### src/assert_macros.svh
// shared assertion macros for the keyer rtl
`ifndef ASSERT_MACROS_SVH
`define ASSERT_MACROS_SVH

// check on every clock edge outside reset
`define ASSERT_CLK(label, prop, msg) \
  label: assert property (@(posedge clk) disable iff (rst) (prop)) else $error(msg);

// check on every clock edge, reset included
`define ASSERT_ALWAYS(label, prop, msg) \
  label: assert property (@(posedge clk) (prop)) else $error(msg);

`endif

### src/ipk_pkg.sv
package ipk_pkg;

  // input ops
  localparam logic [1:0] OP_TICK   = 2'd0;
  localparam logic [1:0] OP_PADDLE = 2'd1;
  localparam logic [1:0] OP_RESET  = 2'd2;

  // keyer modes
  localparam logic [1:0] KM_STRAIGHT = 2'd0;
  localparam logic [1:0] KM_IAMBIC_A = 2'd1;
  localparam logic [1:0] KM_IAMBIC_B = 2'd2;

  // keyer phases
  localparam logic [1:0] PH_IDLE  = 2'd0;
  localparam logic [1:0] PH_MARK  = 2'd1;
  localparam logic [1:0] PH_SPACE = 2'd2;

  // configuration register indexes
  localparam logic [2:0] REG_KEYER_MODE  = 3'd0;
  localparam logic [2:0] REG_SWAP        = 3'd1;
  localparam logic [2:0] REG_DOT_UNIT    = 3'd2;
  localparam logic [2:0] REG_MARK_WEIGHT = 3'd3;
  localparam logic [2:0] REG_STUCK_LIMIT = 3'd4;

  // reset values of the configuration
  localparam logic [11:0] DOT_UNIT_RST    = 12'd60;
  localparam logic [6:0]  WEIGHT_NOMINAL  = 7'd50;
  localparam logic [15:0] STUCK_LIMIT_RST = 16'd15000;

  // counter limits
  localparam logic [14:0] ELAPSED_MAX = 15'h7fff;
  localparam logic [15:0] SINCE_MAX   = 16'hffff;

  // unit ticks times weight, mark length in fiftieths of a tick
  localparam int BASE_W = 19;
  localparam int LEN_W  = 21;
  localparam int THR_W  = 22;

  typedef struct packed {
    logic [1:0]        keyer_mode;
    logic              swap_paddles;
    logic [11:0]       dot_unit_ticks;
    logic [15:0]       stuck_limit_ticks;
    logic [BASE_W-1:0] mark_base;
  } cfg_t;

  typedef struct packed {
    logic       paddle_pressed;
    logic       paddle_sel;
    logic [1:0] op;
  } item_t;

  typedef struct packed {
    logic       stuck_released;
    logic [1:0] keyer_phase;
    logic       element_kind;
    logic       mark_started;
    logic       key_on;
  } result_t;

  // weight 0 stands for nominal
  function automatic logic [6:0] eff_weight(input logic [6:0] w);
    eff_weight = (w == 7'd0) ? WEIGHT_NOMINAL : w;
  endfunction

endpackage

### src/iambic_paddle_keyer.sv
// Iambic paddle keyer, Curtis mode A and B plus straight key. Each input beat
// is a tick, a paddle press/release or a keyer reset, and each gives exactly one
// output beat with the key level and keyer phase after it. The block takes one
// beat per clock cycle while the output is not stalled; an input register and
// an output register sit around a single pass of keyer logic. Mark length is
// unit ticks times weight over 50, compared against 50 times the elapsed count,
// so no divider is used; the unit times weight product is refreshed by the
// configuration writes themselves. Configuration is to be written by the user
// only while no beat is in flight; the block itself does not enforce it.
`include "assert_macros.svh"

module iambic_paddle_keyer import ipk_pkg::*; (
  input  logic        clk,
  input  logic        rst,
  // input beats
  input  logic        s_tvalid,
  output logic        s_tready,
  input  logic [7:0]  s_tdata,   // op[1:0], paddle_sel[2], paddle_pressed[3], zero
  // result beats
  output logic        m_tvalid,
  input  logic        m_tready,
  output logic [7:0]  m_tdata,   // key_on[0], mark_started[1], element_kind[2],
                                 // keyer_phase[4:3], stuck_released[5], zero
  // configuration writes
  input  logic        wr_en,
  input  logic [2:0]  wr_index,
  input  logic [15:0] wr_data
);

  cfg_t        cfg;
  logic [11:0] unit_wr;
  logic [6:0]  weight, weight_wr;
  logic        in_valid;
  item_t       in_item;
  logic        out_valid;
  result_t     out_res;
  result_t     core_res;
  logic        load_ok, fire;

  // configuration registers, product kept in step with unit and weight
  always_comb begin
    unit_wr   = wr_data[11:0];
    weight_wr = wr_data[6:0];
  end

  always_ff @(posedge clk) begin
    if (rst) begin
      cfg.keyer_mode        <= KM_IAMBIC_A;
      cfg.swap_paddles      <= 1'b0;
      cfg.dot_unit_ticks    <= DOT_UNIT_RST;
      cfg.stuck_limit_ticks <= STUCK_LIMIT_RST;
      cfg.mark_base         <= BASE_W'(DOT_UNIT_RST * WEIGHT_NOMINAL);
      weight                <= WEIGHT_NOMINAL;
    end else if (wr_en) begin
      case (wr_index)
        REG_KEYER_MODE:  cfg.keyer_mode <= wr_data[1:0];
        REG_SWAP:        cfg.swap_paddles <= wr_data[0];
        REG_DOT_UNIT: begin
          cfg.dot_unit_ticks <= unit_wr;
          cfg.mark_base      <= BASE_W'(unit_wr) * BASE_W'(eff_weight(weight));
        end
        REG_MARK_WEIGHT: begin
          weight        <= weight_wr;
          cfg.mark_base <= BASE_W'(cfg.dot_unit_ticks) * BASE_W'(eff_weight(weight_wr));
        end
        REG_STUCK_LIMIT: cfg.stuck_limit_ticks <= wr_data;
        default: begin
        end
      endcase
    end
  end

  // input register takes a beat whenever the keyer stage can move on
  assign load_ok  = !out_valid || m_tready;
  assign fire     = in_valid && load_ok;
  assign s_tready = !in_valid || load_ok;

  always_ff @(posedge clk) begin
    if (rst) begin
      in_valid <= 1'b0;
    end else if (s_tready) begin
      in_valid <= s_tvalid;
    end
  end

  always_ff @(posedge clk) begin
    if (s_tready) in_item <= item_t'(s_tdata[3:0]);
  end

  ipk_core u_core (
    .clk  (clk),
    .rst  (rst),
    .fire (fire),
    .item (in_item),
    .cfg  (cfg),
    .res  (core_res)
  );

  // output register
  always_ff @(posedge clk) begin
    if (rst) begin
      out_valid <= 1'b0;
    end else if (fire) begin
      out_valid <= 1'b1;
    end else if (m_tready) begin
      out_valid <= 1'b0;
    end
  end

  always_ff @(posedge clk) begin
    if (fire) out_res <= core_res;
  end

  assign m_tvalid = out_valid;
  assign m_tdata  = {2'b00, out_res};

  `ASSERT_CLK(a_start_keys, (m_tvalid && out_res.mark_started) |-> (out_res.key_on && out_res.keyer_phase == PH_MARK), "mark start without key down")
  `ASSERT_CLK(a_no_drop, (out_valid && !m_tready) |-> !fire, "result overwritten while stalled")

endmodule

### src/ipk_core.sv
`include "assert_macros.svh"

module ipk_core import ipk_pkg::*; (
  input  logic    clk,
  input  logic    rst,
  input  logic    fire,
  input  item_t   item,
  input  cfg_t    cfg,
  output result_t res
);

  logic        dot_contact, dash_contact;
  logic [1:0]  phase;
  logic        element;
  logic        dit_memory, dah_memory;
  logic [14:0] elapsed_ticks;
  logic [15:0] since_change_ticks;
  logic        key_level;

  logic        dot_contact_next, dash_contact_next;
  logic [1:0]  phase_next;
  logic        element_next;
  logic        dit_memory_next, dah_memory_next;
  logic [14:0] elapsed_ticks_next;
  logic [15:0] since_change_ticks_next;
  logic        key_level_next;
  logic        started, stuck;

  // next state of the keyer for one item
  always_comb begin
    logic              ld, lh;
    logic              mem, held, same;
    logic              have_next, next_el;
    logic [15:0]       cnt1;
    logic [THR_W-1:0]  thresh;
    logic [LEN_W-1:0]  base_ext, mark_len;
    logic [11:0]       space_len;

    dot_contact_next        = dot_contact;
    dash_contact_next       = dash_contact;
    phase_next              = phase;
    element_next            = element;
    dit_memory_next         = dit_memory;
    dah_memory_next         = dah_memory;
    elapsed_ticks_next      = elapsed_ticks;
    since_change_ticks_next = since_change_ticks;
    key_level_next          = key_level;
    started                 = 1'b0;
    stuck                   = 1'b0;
    ld        = 1'b0;
    lh        = 1'b0;
    mem       = 1'b0;
    held      = 1'b0;
    same      = 1'b0;
    have_next = 1'b0;
    next_el   = 1'b0;
    cnt1      = '0;
    thresh    = '0;
    base_ext  = LEN_W'(cfg.mark_base);
    mark_len  = '0;
    space_len = (cfg.dot_unit_ticks == 12'd0) ? 12'd1 : cfg.dot_unit_ticks;

    case (item.op)
      OP_TICK: begin
        if (since_change_ticks != SINCE_MAX) begin
          since_change_ticks_next = since_change_ticks + 16'd1;
        end
        if (cfg.keyer_mode == KM_STRAIGHT) begin
          // straight key drops any element in flight
          if (phase != PH_IDLE) begin
            if (phase == PH_MARK) key_level_next = 1'b0;
            phase_next   = PH_IDLE;
            element_next = 1'b0;
          end
        end else begin
          // stuck paddle guard
          if ((dot_contact || dash_contact) &&
              (since_change_ticks_next > cfg.stuck_limit_ticks)) begin
            dot_contact_next  = 1'b0;
            dash_contact_next = 1'b0;
            stuck             = 1'b1;
          end
          ld = cfg.swap_paddles ? dash_contact_next : dot_contact_next;
          lh = cfg.swap_paddles ? dot_contact_next : dash_contact_next;
          if (phase == PH_IDLE) begin
            // dot wins a squeeze from idle
            if (ld || lh) begin
              have_next = 1'b1;
              next_el   = !ld;
            end
          end else begin
            // latch the opposite paddle
            if (element) begin
              if (ld) dit_memory_next = 1'b1;
            end else if (lh) begin
              dah_memory_next = 1'b1;
            end
            if (elapsed_ticks != ELAPSED_MAX) begin
              elapsed_ticks_next = elapsed_ticks + 15'd1;
            end
            if (phase == PH_MARK) begin
              // mark ends once 50 * (elapsed + 1) exceeds unit * weight * len
              cnt1     = {1'b0, elapsed_ticks_next} + 16'd1;
              thresh   = {1'b0, cnt1, 5'b0} + {2'b0, cnt1, 4'b0} + {5'b0, cnt1, 1'b0};
              mark_len = element ? ((base_ext << 1) + base_ext) : base_ext;
              if (thresh > THR_W'(mark_len)) begin
                key_level_next     = 1'b0;
                elapsed_ticks_next = '0;
                phase_next         = PH_SPACE;
              end
            end else if (elapsed_ticks_next >= 15'(space_len)) begin
              // pick the next element
              mem  = element ? dit_memory_next : dah_memory_next;
              held = element ? ld : lh;
              same = element ? lh : ld;
              if (mem && ((cfg.keyer_mode == KM_IAMBIC_B) || held)) begin
                have_next = 1'b1;
                next_el   = !element;
              end else if (same) begin
                have_next = 1'b1;
                next_el   = element;
              end else if (ld) begin
                have_next = 1'b1;
                next_el   = 1'b0;
              end else if (lh) begin
                have_next = 1'b1;
                next_el   = 1'b1;
              end
              dit_memory_next = 1'b0;
              dah_memory_next = 1'b0;
              if (!have_next) begin
                phase_next         = PH_IDLE;
                element_next       = 1'b0;
                elapsed_ticks_next = '0;
              end
            end
          end
          // start a new mark
          if (have_next) begin
            element_next       = next_el;
            elapsed_ticks_next = '0;
            phase_next         = PH_MARK;
            key_level_next     = 1'b1;
            dit_memory_next    = next_el && ld;
            dah_memory_next    = !next_el && lh;
            started            = 1'b1;
          end
        end
      end
      OP_PADDLE: begin
        if (item.paddle_sel) dash_contact_next = item.paddle_pressed;
        else                 dot_contact_next  = item.paddle_pressed;
        since_change_ticks_next = '0;
        ld = cfg.swap_paddles ? dash_contact_next : dot_contact_next;
        lh = cfg.swap_paddles ? dot_contact_next : dash_contact_next;
        if (cfg.keyer_mode == KM_STRAIGHT) begin
          if (item.paddle_sel == cfg.swap_paddles) key_level_next = item.paddle_pressed;
        end else if (item.paddle_pressed && (phase != PH_IDLE)) begin
          if (element) begin
            if (ld) dit_memory_next = 1'b1;
          end else if (lh) begin
            dah_memory_next = 1'b1;
          end
        end
      end
      OP_RESET: begin
        dot_contact_next   = 1'b0;
        dash_contact_next  = 1'b0;
        dit_memory_next    = 1'b0;
        dah_memory_next    = 1'b0;
        phase_next         = PH_IDLE;
        element_next       = 1'b0;
        elapsed_ticks_next = '0;
        key_level_next     = 1'b0;
      end
      default: begin
      end
    endcase
  end

  // result fields after this item
  always_comb begin
    res.key_on         = key_level_next;
    res.mark_started   = started;
    res.element_kind   = element_next;
    res.keyer_phase    = phase_next;
    res.stuck_released = stuck;
  end

  // keyer state
  always_ff @(posedge clk) begin
    if (rst) begin
      dot_contact        <= 1'b0;
      dash_contact       <= 1'b0;
      phase              <= PH_IDLE;
      element            <= 1'b0;
      dit_memory         <= 1'b0;
      dah_memory         <= 1'b0;
      elapsed_ticks      <= '0;
      since_change_ticks <= '0;
      key_level          <= 1'b0;
    end else if (fire) begin
      dot_contact        <= dot_contact_next;
      dash_contact       <= dash_contact_next;
      phase              <= phase_next;
      element            <= element_next;
      dit_memory         <= dit_memory_next;
      dah_memory         <= dah_memory_next;
      elapsed_ticks      <= elapsed_ticks_next;
      since_change_ticks <= since_change_ticks_next;
      key_level          <= key_level_next;
    end
  end

  `ASSERT_CLK(a_one_memory, !(dit_memory && dah_memory), "both paddle memories set")
  `ASSERT_CLK(a_stuck_clears, (fire && stuck) |=> (!dot_contact && !dash_contact), "stuck release left a contact held")
  `ASSERT_CLK(a_stuck_on_tick, stuck |-> (item.op == OP_TICK && cfg.keyer_mode != KM_STRAIGHT), "stuck release outside an iambic tick")

endmodule
### config.mk
export PLATFORM = sky130hd
export DESIGN_NAME = iambic_paddle_keyer
export DESIGN_NICKNAME = d
export VERILOG_FILES = /design/src/ipk_pkg.sv /design/src/iambic_paddle_keyer.sv /design/src/ipk_core.sv
export VERILOG_INCLUDE_DIRS = /design/src /design/src/src
export SDC_FILE = /design/constraint.sdc
export NUM_CORES = 1
export LEC_CHECK = 0
export BUFFER_PORTS_ARGS = -buffer_cell sky130_fd_sc_hd__buf_2
export CORE_MARGIN = 1.5
export CORE_UTILIZATION = 55
export DETAILED_ROUTE_END_ITERATION = 16
export PLACE_DENSITY = 0.7
export SYNTH_ARGS = -nofsm -noshare
export SYNTH_HDL_FRONTEND = slang
export SYNTH_HIERARCHICAL = 1
export SYNTH_SLANG_ARGS = --single-unit
### constraint.sdc
create_clock -name clk -period 19.28 [get_ports clk]
set_input_delay 1.928 -clock clk [delete_from_list [all_inputs] [get_ports clk]]
set_output_delay 1.928 -clock clk [all_outputs]
set_load 0.01 [all_outputs]
==> flow_summary.json <==
{
  "relSlewSlack": 0.302,
  "combPwrFrac": 0.466,
  "die_area_um2": 27000,
  "drc": 0,
  "p_clk_frac": 0.244,
  "ys_async_sr_fraction": 0,
  "setup_tns_ps": 0,
  "synth_area_um2": 14300,
  "area_delta_synth_final_pct": 4.30,
  "slowest_stage": "nor4b_2",
  "crit_path_end_kind": "flop",
  "internal_power_mw": 0.486,
  "outcome": "finished clean",
  "grt_pass1_wl_mm": 58.0,
  "hold_viol_final": 0,
  "clk_transition_reported_paths_ps": 80,
  "final_area_um2": 14900,
  "drv_slew": 0,
  "worstMarginPinSlew_ps": 1040,
  "io-pin-count": 42,
  "clk_path_buf_depth": 2,
  "fin_crit_ps": 8860,
  "cellPowerDensity_nw_per_um2": 55.7,
  "power_leakage_nw": 7.03,
  "synth-xor-area-share": 0.0599,
  "clock_sinks": 108,
  "synth_top_family_by_area": "adder cells",
  "final_common_cell": "nand2_1",
  "wl_mm": 34.6,
  "antenna_found_initial": 0,
  "die_w_um": 164,
  "final_cell_mix": "nand2_1, ha_1, inv_1",
  "seqCellArea_um2": 2260,
  "fillCellCount": 2355,
  "ys_seq_elements": 108,
  "cts_buffers": 9,
  "switchingPower_mw": 0.345,
  "crit_fanout": 11,
  "cts_setup_buffers": 0,
  "synth_adder_area_share": 0.300,
  "die_h_um": 164,
  "switching_share": 0.415,
  "min_path_type": "reg2reg",
  "multi_input_area_um2": 11100,
  "synth_compound_area_frac": 0.167,
  "routed_via_density": 5.89,
  "start_util": 0.565,
  "finClkSkew_ps": 13.2,
  "cpMostUsedCell": "nand2_1",
  "peakVddDrop_uv": 47.9,
  "dpl.hpwl_mm": 26.3,
  "synthSimpleGateAreaFrac": 0.231,
  "slowest_delay_ps": 850,
  "vias": 12300,
  "power_frac_seq": 0.291,
  "ys_warn_count": 6,
  "cts_tree": "yes",
  "n_antenna_cell": 0,
  "drt_first_pass_iters": 5,
  "cp_top_family": "simple AND/OR/NAND/NOR gates",
  "grt_pass1_vias": 11800,
  "postCtsHoldBufs": 0,
  "worstPathArrival_ps": 9180,
  "synth_edf_count": 10,
  "grtUsageTotal": 0.267,
  "synthFlopType": "dfxtp_1",
  "layout_setup_ws_ps": 10420,
  "cp_data_required_time_ps": 19590,
  "portBuffers": 35,
  "cts-resized-gates": 0,
  "postRouteAntennaNets": 0,
  "finalSetupViolCount": 0,
  "ctsRootBufferMaster": "clkbuf_16",
  "gp_congestion": 0.880,
  "layout.nets": 2064,
  "crit_type": "reg2reg",
  "final_util": 0.589,
  "setup.worst_path.start_class": "flop",
  "drv_cap": 0,
  "wl_per_cell_um": 16.6,
  "placed_area_um2": 14600,
  "ys_types": 85,
  "core_area_um2": 25300,
  "yosysSeqAreaShare": 0.158,
  "rows": 58,
  "synth_area_per_cell_um2": 8.04,
  "crit_buf_inv": 2,
  "dp_worst_setup_slack_ps": 10600,
  "drt-initial-drc-count": 816,
  "post-route-period-util": 0.460,
  "synthMuxAreaShare": 0.0181,
  "post_synth_inst_count": 1778,
  "grt_max_degree": 86,
  "worstSkewPairLatency_ps": 370,
  "grt_overflow_total": 0,
  "htreeDepth": 3,
  "final_layout_size_suffix_gt1_frac": 0.0558,
  "max_freq_ghz": 0.113,
  "rsz0062_at_grt": "no"
}
## final cells by class
type,count,share of cell area
Clock buffer,9,0.0151
Clock inverter,7,0.00612
Inverter,164,0.0413
Sequential cell,108,0.152
Tap cell,330,0.0277
Timing Repair Buffer,40,0.0143
Multi-Input combinational cell,1429,0.744
## per-layer routing
metal / wire [um] / global-route usage / vias to the layer above / share of wire
li1: - / - / 6048 / -
met1: 16400 / 0.368 / 5952 / 0.47
met2: 16300 / 0.444 / 247 / 0.47
met3: 1280 / 0.0250 / 49 / 0.037
met4: 705 / 0.0727 / 0 / 0.020
met5: 0 / 0 / - / 0
## metrics by stage
| step | cells | power [mW] | hold WS (ps) |
|---|---|---|---|
| floorplan | 1779 | 0.550 | 436 |
| global placement | 2071 | 0.624 | 444 |
| detailed placement | 2071 | 0.632 | 447 |
| CTS | 2087 | 0.836 | 459 |
| global route | 2087 | 0.895 | 484 |
| finish | 2087 | 0.831 | 456 |
## tightest hold or removal path, cell delays in order (launching register included)
cell	delay (ps)
dfxtp_1	310
nand2_1	50
a21oi_1	50
## cells by family after synthesis
group | count (synthesis)
AND/OR/NAND/NOR | 665
other | 1
buffers and inverters | 242
XOR/XNOR | 97
adder cells (fa/ha/maj) | 280
multiplexers | 25
flip-flops | 108
AO/OA/AOI/OAI | 360
## final timing paths
path,slack (ps),endpoint,cells after the start,startpoint
max,10420,u_core/elapsed_ticks[11],30,u_core/elapsed_ticks[3]
max reg2reg,10420,u_core/elapsed_ticks[11],30,u_core/elapsed_ticks[3]
min reg2reg,460,cfg[20],2,cfg[20]
min,460,cfg[20],2,cfg[20]
## power by group through the flow
stage / clock network, mW / logic, mW / registers (mW)
after floorplan: 0 / 0.306 / 0.243
after global placement: 0 / 0.377 / 0.247
after detailed placement: 0 / 0.385 / 0.247
after CTS: 0.205 / 0.389 / 0.242
after global routing: 0.212 / 0.440 / 0.243
final: 0.202 / 0.387 / 0.242
## registers in the layout, indices dropped and copies added, names as in the netlist
signal and cells:
u_core/key_level 1, in_item 4, in_valid 1, m_tvalid 1
u_core/dah_memory 1, m_tdata 6, u_core/element 1, cfg 50
u_core/phase 2, u_core/elapsed_ticks 15, u_core/dit_memory 1, u_core/dash_contact 1
u_core/dot_contact 1, u_core/since_change_ticks 16, weight 7
## cell usage after synthesis (17+ instances only)
cell	instances	area share
a21o_1	28	0.015
a21oi_1	115	0.040
and2_1	119	0.052
and3_1	17	0.0074
clkbuf_1	61	0.016
dfxtp_1	98	0.14
fa_1	104	0.15
ha_1	176	0.15
inv_1	163	0.043
mux2i_1	21	0.015
nand2_1	229	0.060
nand3_1	37	0.013
nand3b_1	18	0.0094
nand4_1	25	0.011
nor2_1	106	0.028
nor3_1	34	0.012
o21ai_0	55	0.019
xnor2_1	63	0.039
xor2_1	33	0.020
Note: power is estimated with default switching activity, not from simulation.
